==> src/hw/rtl/anrbm_pkg.sv <==
// shared types and constants of the random byte mixer
`default_nettype none

package anrbm_pkg;

    // last pair of a byte
    localparam logic [1:0] LastPair = 2'd3;

    // running mixer state
    typedef struct packed {
        logic [7:0] left_mix;
        logic [7:0] right_mix;
        logic [7:0] prev_mix;
        logic [7:0] acc;
        logic [1:0] pair_index;
        logic       stack_choice;
    } mix_state_t;

endpackage

`default_nettype wire

==> src/hw/rtl/anrbm_mix.sv <==
// combinational next-state and output function for one sample pair
`default_nettype none

module anrbm_mix (
    input  wire anrbm_pkg::mix_state_t state_i,
    input  wire logic [7:0]            left_i,
    input  wire logic [7:0]            right_i,
    output anrbm_pkg::mix_state_t      state_o,
    output logic [7:0]                 byte_o,
    output logic                       last_o
);

    // rotate an 8-bit value left by n
    function automatic logic [7:0] rotl8(input logic [7:0] v, input logic [2:0] n);
        logic [15:0] w;
        w = {v, v} << n;
        return w[15:8];
    endfunction

    logic [2:0] rot_l;
    logic [2:0] rot_r;
    logic       choice;
    logic [7:0] acc;
    logic [7:0] lm;
    logic [7:0] rm;
    logic [7:0] m;

    assign rot_l  = {1'b0, state_i.pair_index};
    assign rot_r  = 3'd7 - {1'b0, state_i.pair_index};
    assign last_o = (state_i.pair_index == anrbm_pkg::LastPair);

    // stack choice is latched at the first pair of a byte
    assign choice = (state_i.pair_index == 2'd0) ?
                    (state_i.left_mix[0] ^ state_i.right_mix[0]) : state_i.stack_choice;

    // accumulate rotated samples
    assign acc = state_i.acc ^ rotl8(left_i, rot_l) ^ rotl8(right_i, rot_r);

    // fold left bits into the chosen stack wherever the samples differ
    always_comb begin
        lm = state_i.left_mix;
        rm = state_i.right_mix;
        for (int j = 0; j < 8; j++) begin
            if (left_i[j] != right_i[j]) begin
                if (!choice) begin
                    lm = (lm << 1) ^ {7'd0, left_i[j]} ^ lm;
                end else begin
                    rm = (rm >> 1) ^ {left_i[j], 7'd0} ^ rm;
                end
            end
        end
    end

    // output mix at end of byte
    assign m = state_i.prev_mix ^ (state_i.prev_mix >> 3) ^ (state_i.prev_mix << 5)
             ^ (state_i.prev_mix >> 4) ^ acc;
    assign byte_o = m ^ lm ^ rm;

    // next state
    always_comb begin
        state_o.left_mix     = lm;
        state_o.right_mix    = rm;
        state_o.stack_choice = choice;
        if (last_o) begin
            state_o.prev_mix   = m;
            state_o.acc        = 8'd0;
            state_o.pair_index = 2'd0;
        end else begin
            state_o.prev_mix   = state_i.prev_mix;
            state_o.acc        = acc;
            state_o.pair_index = state_i.pair_index + 2'd1;
        end
    end

endmodule

`default_nettype wire

==> src/hw/rtl/adc_noise_random_byte_mixer.sv <==
// The fourth sample pair of a byte passes the input register; the byte is then held in the output register.
// Throughput: one pair per cycle unless a fourth pair waits on an output byte not yet taken; the input
// register feeds the mix logic and the output register, which drains while the next pair is taken.
// Pairs one to three give no item; every fourth pair gives one byte.
// Reset (aresetn low, synchronous) clears all mix state and both valid flags.
`default_nettype none

module adc_noise_random_byte_mixer (
    input  wire logic       aclk,
    input  wire logic       aresetn,
    input  wire logic       s_valid,
    output logic            s_ready,
    input  wire logic [9:0] s_left_sample,
    input  wire logic [9:0] s_right_sample,
    output logic            m_valid,
    input  wire logic       m_ready,
    output logic [7:0]      m_random_byte
);

    logic                  in_valid_reg;
    logic [7:0]            in_left_reg;
    logic [7:0]            in_right_reg;
    anrbm_pkg::mix_state_t state_reg;
    anrbm_pkg::mix_state_t state_next;
    logic                  out_valid_reg;
    logic [7:0]            out_byte_reg;
    logic [7:0]            byte_next;
    logic                  last;
    logic                  out_free;
    logic                  advance;

    anrbm_mix u_mix (
        .state_i (state_reg),
        .left_i  (in_left_reg),
        .right_i (in_right_reg),
        .state_o (state_next),
        .byte_o  (byte_next),
        .last_o  (last)
    );

    // handshake control
    assign out_free = !out_valid_reg || m_ready;
    assign advance  = in_valid_reg && (!last || out_free);
    assign s_ready  = !in_valid_reg || advance;

    // input register
    always_ff @(posedge aclk) begin
        if (!aresetn) begin
            in_valid_reg <= 1'b0;
        end else if (s_ready) begin
            in_valid_reg <= s_valid;
        end
        if (s_valid && s_ready) begin
            in_left_reg  <= s_left_sample[7:0];
            in_right_reg <= s_right_sample[7:0];
        end
    end

    // mix state
    always_ff @(posedge aclk) begin
        if (!aresetn) begin
            state_reg <= '0;
        end else if (advance) begin
            state_reg <= state_next;
        end
    end

    // output register
    always_ff @(posedge aclk) begin
        if (!aresetn) begin
            out_valid_reg <= 1'b0;
        end else if (advance && last) begin
            out_valid_reg <= 1'b1;
        end else if (m_ready) begin
            out_valid_reg <= 1'b0;
        end
        if (advance && last) begin
            out_byte_reg <= byte_next;
        end
    end

    assign m_valid       = out_valid_reg;
    assign m_random_byte = out_byte_reg;

endmodule

`default_nettype wire

==> config.mk <==
export PLATFORM = sky130hd
export DESIGN_NAME = adc_noise_random_byte_mixer
export DESIGN_NICKNAME = d
export VERILOG_FILES = /design/src/hw/rtl/anrbm_pkg.sv /design/src/hw/rtl/anrbm_mix.sv /design/src/hw/rtl/adc_noise_random_byte_mixer.sv
export SDC_FILE = /design/constraint.sdc
export NUM_CORES = 1
export LEC_CHECK = 0
export BUFFER_PORTS_ARGS = -buffer_cell sky130_fd_sc_hd__buf_2
export CORE_MARGIN = 4
export CORE_UTILIZATION = 55
export CTS_BUF_LIST = sky130_fd_sc_hd__clkbuf_2 sky130_fd_sc_hd__clkbuf_4 sky130_fd_sc_hd__clkbuf_8
export CTS_CLUSTER_SIZE = 24
export DETAILED_ROUTE_END_ITERATION = 12
export PLACE_DENSITY = 0.73
export SLEW_MARGIN = 20
export SYNTH_ARGS = -nofsm -noshare
export SYNTH_HDL_FRONTEND = slang
export SYNTH_SLANG_ARGS = --single-unit
==> constraint.sdc <==
create_clock -name aclk -period 5.2 [get_ports aclk]
set_input_delay 0.26 -clock aclk [delete_from_list [all_inputs] [get_ports aclk]]
set_output_delay 0.26 -clock aclk [all_outputs]
set_load 0.1 [all_outputs]
==> metrics.txt, run 1 <==
outcome completed; clock period minus worst slack 4560 ps; CTS tree built; wire per inst roughly 17 um; dominant synthesized flop cell dfxtp_1; ant diodes 0; clock buffer depth 2; Tot Pwr 0.00280 W; Post-Syn Instances 676; Syn Nets around 700; die area 11900 um2; first-pass GRT wire length 23000 um; initial antenna violation count 0; Root Buffer Master clkbuf_8; crit-path max FO 32; setup TNS 0 ps; RSZ-0062 raised after global routing no; Synth area leader xnor2_1; final worst slack 640 ps; count leader, synth xnor2_1; routability cong. about 0.88; register area share after synthesis 0.260; post-DP HPWL 10900 um; Skew-Pair Late Insertion Delay 350 ps; I/O Buffers 29; Post-CTS Setup Repair Bufs 0; GR Overflow Total 0; Vias per Instance about 6; CP arrival roughly 4700 ps; die height 109 um; dominant cells by area after synthesis xnor2_1 (15%), dfxtp_1 (13%), edfxtp_1 (13%); Post-Route WL 14300 um; Synth Register Bits a little over 60; Synth top area share 0.151; nature of the critical path endpoint register; post_cts resized 0; starting density of the core 0.569; cts bufs inserted 9; ys async rst share 0; Worst-path clk slew 80 ps; Ys Warns 0; final worst-path cycle share 0.877; Pins Over Slew Limit 0; max cap viols 0; Max VDD drop 0.271 mV; synth cell count leaders xnor2_1 (97), nor2_1 (74), nand2_1 (58), a21oi_1 (46), xor2_1 (38); max reg flops 35; pre-CTS setup slack between 700 and 800 ps; Worst setup SP type register; GRT Overall Usage 0.248; fin nets 719; PwrDens 466 nW/um2; final hold vios 0; DRC violations left 0; 1st-iter DRT viols about 350; vias in the first global route 4701; core area 9860 um2; fmax between 0.2 and 0.25 GHz; Layout Utilization 0.609; # rows 36; clock sink total 61; crit path kind register to register; Mean Syn Cell Area between 8 and 9 um2; via count between 4000 and 5000; Post-synth EDFFs 24; P&R area growth vs syn 7.00%; layout cells sized above 1 0.119; hold_buf cts 0; Die Span X 109 um; largest net degree at the start of global routing 33; H-tree depth 3; first-pass detailed-route iteration total 5; mapped cell area 5610 um2; Antenna Nets Post-Route 0; final worst hold slack just under 90 ps; IO Pins 34; Worst-Margin Slew a little over 1000 ps; Slew HR 0.309; final setup vio count 0; Hold Path Class input pin to register; leak pwr about 2.1 nW; Yosys cell types 71; worst clock skew 13.9 ps; Crit path required time 5290 ps
==> path summary, 6_finish.rpt <==
path / start / to / slack [ps] / cells after the start
worst max-delay path: state_reg[2] / m_random_byte[6] / 640 / 12
worst min-delay path: s_left_sample[7] / in_left_reg[7] / 90 / 1
worst max register to register: state_reg[2] / m_random_byte[6] / 640 / 12
worst min register to register: state_reg[2] / state_reg[2] / 500 / 2
==> cells by family (layout without fill, tap and decap cells) <==
| logic type | after synthesis | in the layout | share of synthesized area |
|---|---|---|---|
| flip-flops | 61 | 61 | 0.260 |
| XOR/XNOR | 146 | 146 | 0.247 |
| AND/OR/NAND/NOR | 230 | 230 | 0.195 |
| AO/OA/AOI/OAI | 165 | 165 | 0.195 |
| adder cells (fa/ha/maj) | 3 | 3 | 0.00624 |
| multiplexers | 29 | 29 | 0.0524 |
| buffers and inverters | 42 | 64 | 0.0439 |
==> through the flow <==
step	cell area [um2]	instances
3_5_place_dp	5800	815
5_1_grt	6010	831
4_1_cts	6010	831
3_3_place_gp	5800	815
2_1_floorplan	5610	676
6_report	6010	831
==> metal layers <==
layer	GRT usage	wire (um)	up-vias
li1	-	-	2436
met1	0.319	6300	2330
met2	0.411	6740	177
met3	0.0397	765	41
met4	0.103	510	0
met5	0	0	-
==> cell usage in the layout, fill, tap and decap left out, types with 3 or more instances in the layout <==
cell / synthesis / routed
a211oi_1: 16 / 16
a21o_1: 4 / 4
a21oi_1: 46 / 46
a22oi_1: 13 / 13
a31oi_1: 4 / 3
and2_1: 6 / 6
and3_1: 5 / 5
buf_2: 7 / 29
buf_4: 3 / 11
clkbuf_8: 4 / 11
dfxtp_1: 37 / 37
edfxtp_1: 24 / 24
inv_1: 7 / 7
mux2_2: 3 / 3
mux2i_1: 26 / 26
nand2_1: 58 / 58
nand2b_1: 9 / 9
nand3_1: 16 / 16
nand4_1: 3 / 3
nor2_1: 74 / 74
nor2b_1: 13 / 13
nor3_1: 12 / 12
nor3b_1: 4 / 4
nor4_1: 3 / 3
o211ai_1: 4 / 4
o21a_1: 4 / 4
o21ai_0: 27 / 27
o22ai_1: 14 / 14
o31ai_1: 5 / 5
or2_2: 6 / 6
or3_1: 11 / 11
xnor2_1: 97 / 97
xnor2_2: 4 / 4
xnor3_1: 3 / 3
xor2_1: 38 / 38
xor2_2: 3 / 3
==> worst max-delay path, stage by stage (launching register included) <==
cell and delay, ps:
dfxtp_1 340, clkinv_1 80, ha_1 390, nor2_1 200, a21oi_4 680, nor2_1 300, and3_1 230, o311ai_0 550
a21oi_1 200, or2_1 320, nor4b_1 500, nor3_1 140, xnor3_1 350
==> layout make-up <==
class | instances | area [um2]
well taps | 133 | 166
clock buffers | 11 | 151
repair buffers | 40 | 228
inverters | 8 | 30.0
multi-input cells | 573 | 3910
clock inverters | 5 | 57.6
fillers | 915 | 3860
flip-flops and latches | 61 | 1460
==> where the power goes <==
part,switching (W),internal [W]
Clock,0.000210,0.000248
Combinational,0.000921,0.000757
Sequential,0.0000693,0.000593
Total,0.00120,0.00160
Power figures use the tool's default switching activity.
==> inputs of run 2 (changes only) <==
==> constraint.sdc (replaced) <==
create_clock -name aclk -period 5.2 [get_ports aclk]
set_input_delay 0.78 -clock aclk [delete_from_list [all_inputs] [get_ports aclk]]
set_output_delay 0.78 -clock aclk [all_outputs]
set_load 0.1 [all_outputs]
==> metrics.txt, run 2 (same netlist as run 1, synthesis figures left out) <==
outcome completed; Crit path required time 5290 ps (about the same); internal power 0.00166 W (+3.6%); DRC violations left 0 (unchanged); Pins Over Slew Limit 0 (unchanged); I/O Buffers 29 (unchanged); hold_buf cts 0 (unchanged); setup TNS 0 ps (unchanged); Post-CTS Setup Repair Bufs 0 (unchanged); max reg flops 35 (unchanged); final worst slack 591 ps (-49.0 ps); vias in the first global route 4787 (+1.8%); PwrDens 473 nW/um2 (+1.5%); GRT Overall Usage 0.253 (+0.00574); max cap viols 0 (unchanged); fill count 866 (-5.4%); IO Pins 34 (unchanged); Antenna Nets Post-Route 0 (unchanged); Worst setup SP type register; pre-CTS setup slack 683 ps (-42.5 ps); H-tree depth 3 (unchanged); # rows 36 (unchanged); post-DP HPWL 10800 um (about the same); first-pass detailed-route iteration total 5 (unchanged); clock buffer depth 2 (unchanged); Skew-Pair Late Insertion Delay 360 ps (about the same); Worst-path clk slew 70 ps (about the same); crit path kind register to register; CP arrival 4700 ps (+50 ps); die area 11900 um2 (unchanged); layout cells sized above 1 0.121 (+0.00252); Top Metal Used met4; Hold Path Class register to register; Met3 Wirelength 735 um (-3.9%); clock period minus worst slack 4610 ps (+49.0 ps); die height 109 um (unchanged); worst clock skew 11.6 ps (-2.37 ps); P&R area growth vs syn 7.62%; NetSw 0.00120 W (about the same); nature of the critical path endpoint register; 1st-iter DRT viols 380 (+8.9%); RSZ-0062 raised after global routing no; post_cts resized 0 (unchanged); CTS tree built; leak pwr 2.15 nW (+1.1%); initial antenna violation count 0 (unchanged); register area 1460 um2 (unchanged); Worst-Margin Slew 1030 ps (-3.15 ps); final hold vios 0 (unchanged); final setup vio count 0 (unchanged); sw frac 0.420 (-0.00858); crit-path max FO 17 (-47%); GR Overflow Total 0 (unchanged); largest net degree at the start of global routing 30 (-9.1%); fmax 0.217 GHz (-1.1%); Max VDD drop 0.223 mV (-17%); wire per inst 17.1 um (-0.70%); Combinational Power Share 0.595 (-0.005); ant diodes 0 (unchanged); reg2reg setup slack 590 ps (-50 ps); multi-input logic area 3910 um2 (unchanged); Root Buffer Master clkbuf_8; Post-Route WL 14300 um (-0.46%); most common cell after layout, fill and taps aside xnor2_1; cts bufs inserted 9 (unchanged); fin nets 721 (+0.28%); Clock power frac 0.175 (+0.011); Die Span X 109 um (unchanged); Slew HR 0.311 (+0.00210); met2 wire len 6640 um (-1.4%); first-pass GRT wire length 23500 um (+2.6%); routed length on met1 6320 um (+0.29%); final worst-path cycle share 0.886 (+0.00941); starting density of the core 0.569 (unchanged); routability cong. 0.901 (+2.1%); core area 9860 um2 (unchanged); most frequent cells in the layout xnor2_1 (97), nor2_1 (74), nand2_1 (58); clock sink total 61 (unchanged); Vias per Instance 5.94 (-1.0%); sequential power share 0.230 (-0.007); via count 4946 (-0.76%)
run 2: cell types whose count changed in the layout (fill, tap and decap cells not counted):
cell	previous run	this run
buf_4	11	13
bufinv_16	1	2
clkbuf_4	0	1
clkinv_2	1	2
clkinv_4	1	0
clkinvlp_4	1	0
inv_4	1	0
run 2: metal layers:
layer  vias to the layer above  global-route usage
met1                      2312               0.331
li1                       2429                   -
met3                        39              0.0432
met2                       166               0.408
met4                         0               0.118
met5                         -                   0
run 2: layout make-up:
class | instances | area share
clock buffer | 12 | 0.0263
clock inverter | 4 | 0.0116
timing repair buffer | 42 | 0.0402
tap | 133 | 0.0275
sequential | 61 | 0.242
multi-input combinational | 573 | 0.647
inverter | 8 | 0.00497
run 2: path summary, 6_finish.rpt:
| kind | start | endpoint | cells after the start |
|---|---|---|---|
| worst min register to register | state_reg[2] | state_reg[2] | 2 |
| worst min-delay path | state_reg[2] | state_reg[2] | 2 |
| worst max register to register | state_reg[2] | m_random_byte[3] | 13 |
| worst max-delay path | state_reg[2] | m_random_byte[3] | 13 |
run 2: power by group through the flow:
stage | clock network (W) | registers (W) | logic (W)
after floorplan | 0 | 0.000636 | 0.00137
after global placement | 0 | 0.000664 | 0.00162
after detailed placement | 0 | 0.000666 | 0.00167
after CTS | 0.000504 | 0.000655 | 0.00168
after global routing | 0.000529 | 0.000664 | 0.00183
final | 0.000500 | 0.000658 | 0.00170
run 2: critical path, cell delays in order, from the launching register on:
cell and delay (ps):
dfxtp_1 380, clkinv_1 80, buf_4 190, ha_1 330, nor2_1 420, a21o_1 530
nand2_1 300, nor2_1 220, xor3_1 380, nand2_1 100, xor2_1 250, mux2_2 380
xnor2_1 370, xnor3_1 400
run 2: metrics by stage:
step	area, um2	total power, W	cells	hold WS, ps	utilization
finish	6040	0.00286	833	509	0.612
detailed placement	5810	0.00233	817	497	0.589
CTS	6040	0.00283	833	508	0.612
floorplan	5610	0.00201	676	457	-
global route	6040	0.00303	833	533	0.612
global placement	5810	0.00229	817	467	0.589
==> inputs of run 3 (changes only) <==
Settings changed: CORE_UTILIZATION 55 to 45, PLACE_DENSITY 0.73 to unset.
==> metrics.txt, run 3 (same netlist as run 1, synthesis figures left out) <==
die height 120 um (+9.8%); Skew-Pair Late Insertion Delay 370 ps (about the same); Combinational Power Share 0.612 (+0.017); Post-Route WL 14400 um (+1.1%); Vias per Instance 5.69 (-4.2%); reg2reg setup slack 650 ps (+60 ps); pre-CTS setup slack 676 ps (-6.23 ps); Layout Utilization 0.499 (-0.113); hold_buf cts 0 (unchanged); setup TNS 0 ps (unchanged); final setup vio count 0 (unchanged); final hold vios 0 (unchanged); fill count 1219 (+41%); fin nets 722 (+0.14%); Post-CTS Setup Repair Bufs 0 (unchanged); delay of the slowest critical-path stage 690 ps (+160 ps); vias in the first global route 4750 (-0.77%); Worst-path clk slew 70 ps (about the same); sw frac 0.429 (+0.00846); post-DP HPWL 11200 um (+3.5%); GR Overflow Total 0 (unchanged); CTS tree built; Clock power frac 0.149 (-0.026); fmax 0.220 GHz (+1.2%); CP arrival 4660 ps (-40 ps); outcome completed; final worst slack 648 ps (+56.3 ps); # rows 40 (+11%); routability cong. 0.894 (-0.80%); crit path kind register to register; starting density of the core 0.463 (-0.106); slowest cell on the critical path a21oi_4; Slew HR 0.265 (-0.0453); most frequent cells in the layout xnor2_1 (97), nor2_1 (74), nand2_1 (58); WP buf/inv 1 (-1); initial antenna violation count 0 (unchanged); final worst hold slack 494 ps (-14.6 ps); Root Buffer Master clkbuf_8; Die Span X 120 um (+9.8%); DRC violations left 0 (unchanged); Worst Hold End state_reg[2]; Max VDD drop 0.197 mV (-12%); I/O Buffers 29 (unchanged); largest net degree at the start of global routing 33 (+10%); max reg flops 35 (unchanged); max cap viols 0 (unchanged); crit-path max FO 32 (+15); CP Cell Sequence clkinv_1 > ha_1 > nor2_1 > a21oi_4 > nor2_1 > xnor2_2 > nor2_1 > xor3_1 > nand2_1 > xor2_1 > mux2_2 > xnor2_1 > xnor3_1; nature of the critical path endpoint register; final worst-path cycle share 0.875 (-0.0108); clock sink total 61 (unchanged); core area 12100 um2 (+23%); Antenna Nets Post-Route 0 (unchanged); Worst setup SP type register; clock buffer depth 2 (unchanged); cts bufs inserted 9 (unchanged); post_cts resized 0 (unchanged); first-pass GRT wire length 23600 um (+0.26%); H-tree depth 3 (unchanged); critical path's top delay family XOR/XNOR gates; leak pwr 2.13 nW (-1.1%); first-pass detailed-route iteration total 5 (unchanged); most used cell, CP nor2_1; RSZ-0062 raised after global routing no; Hold Path Depth 2 (unchanged); IO Pins 34 (unchanged); wire per inst 16.6 um (-3.1%); Crit path required time 5300 ps (about the same); die area 14300 um2 (+21%); reg-to-reg endpoint m_random_byte[3]; PwrDens 456 nW/um2 (-3.6%); dpl cells 853 (+4.4%); layout cells sized above 1 0.118 (-0.00303); R2R depth 13 (unchanged); P&R area growth vs syn 7.76%; worst clock skew 11.1 ps (-0.458 ps); Pins Over Slew Limit 0 (unchanged); NetSw 0.00118 W (-1.5%); sequential power share 0.239 (+0.009); ant diodes 0 (unchanged); internal power 0.00157 W (-4.9%); Layout Cells excl Fill 869 (+4.3%); most common cell after layout, fill and taps aside xnor2_1; 1st-iter DRT viols 307 (-19%); Worst-Margin Slew 1100 ps (+67.9 ps); via count 4941 (-0.10%); Hold Path Class register to register; clock period minus worst slack 4550 ps (-56.3 ps); GRT Overall Usage 0.208 (-0.0449); Hold Path Origin state_reg[2]; FF-to-FF Start state_reg[2]
==> run 3: how the worst max path moves through the flow <==
stage	start	slack, ps	cells past startpoint	to
final	state_reg[2]	650	13	m_random_byte[3]
after global routing	state_reg[2]	330	14	m_random_byte[6]
after CTS	state_reg[2]	650	13	m_random_byte[3]
after detailed placement	state_reg[2]	680	13	m_random_byte[3]
after global placement	state_reg[2]	760	13	m_random_byte[3]
after floorplan	state_reg[1]	690	17	m_random_byte[3]
==> run 3: area by class of cell <==
type / count / area [um2] / share of cell area
Clock buffer: 10 / 131 / 0.0217
Clock inverter: 6 / 53.8 / 0.00890
Inverter: 8 / 30.0 / 0.00496
Multi-Input combinational cell: 573 / 3910 / 0.647
Sequential cell: 61 / 1460 / 0.242
Tap cell: 168 / 210 / 0.0348
Timing Repair Buffer: 43 / 250 / 0.0414
==> run 3: power groups by stage <==
stage                     clock network, W  registers (W)  logic, W
after CTS                         0.000420       0.000659   0.00169
final                             0.000409       0.000660   0.00169
after floorplan                          0       0.000636   0.00137
after global placement                   0       0.000668   0.00165
after global routing              0.000444       0.000666   0.00184
after detailed placement                 0       0.000669   0.00168
==> run 3: worst register-to-register path, cell delays in order, from the launching register on <==
cell	delay [ps]
dfxtp_1	330
clkinv_1	60
ha_1	370
nor2_1	210
a21oi_4	690
nor2_1	180
xnor2_2	380
nor2_1	110
xor3_1	440
nand2_1	110
xor2_1	240
mux2_2	380
xnor2_1	380
xnor3_1	390
==> run 3: stage by stage <==
step	power (W)	instance area (um2)
6_report	0.00276	6050
5_1_grt	0.00295	6050
4_1_cts	0.00277	6050
3_5_place_dp	0.00235	5860
3_3_place_gp	0.00232	5860
2_1_floorplan	0.00201	5610
==> run 3: layer usage <==
layer | vias to the layer above | global-route usage | part of all wire
met5 | - | 0 | 0
li1 | 2443 | - | -
met3 | 27 | 0.0424 | 0.043
met2 | 118 | 0.350 | 0.47
met1 | 2353 | 0.265 | 0.46
met4 | 0 | 0.0766 | 0.024
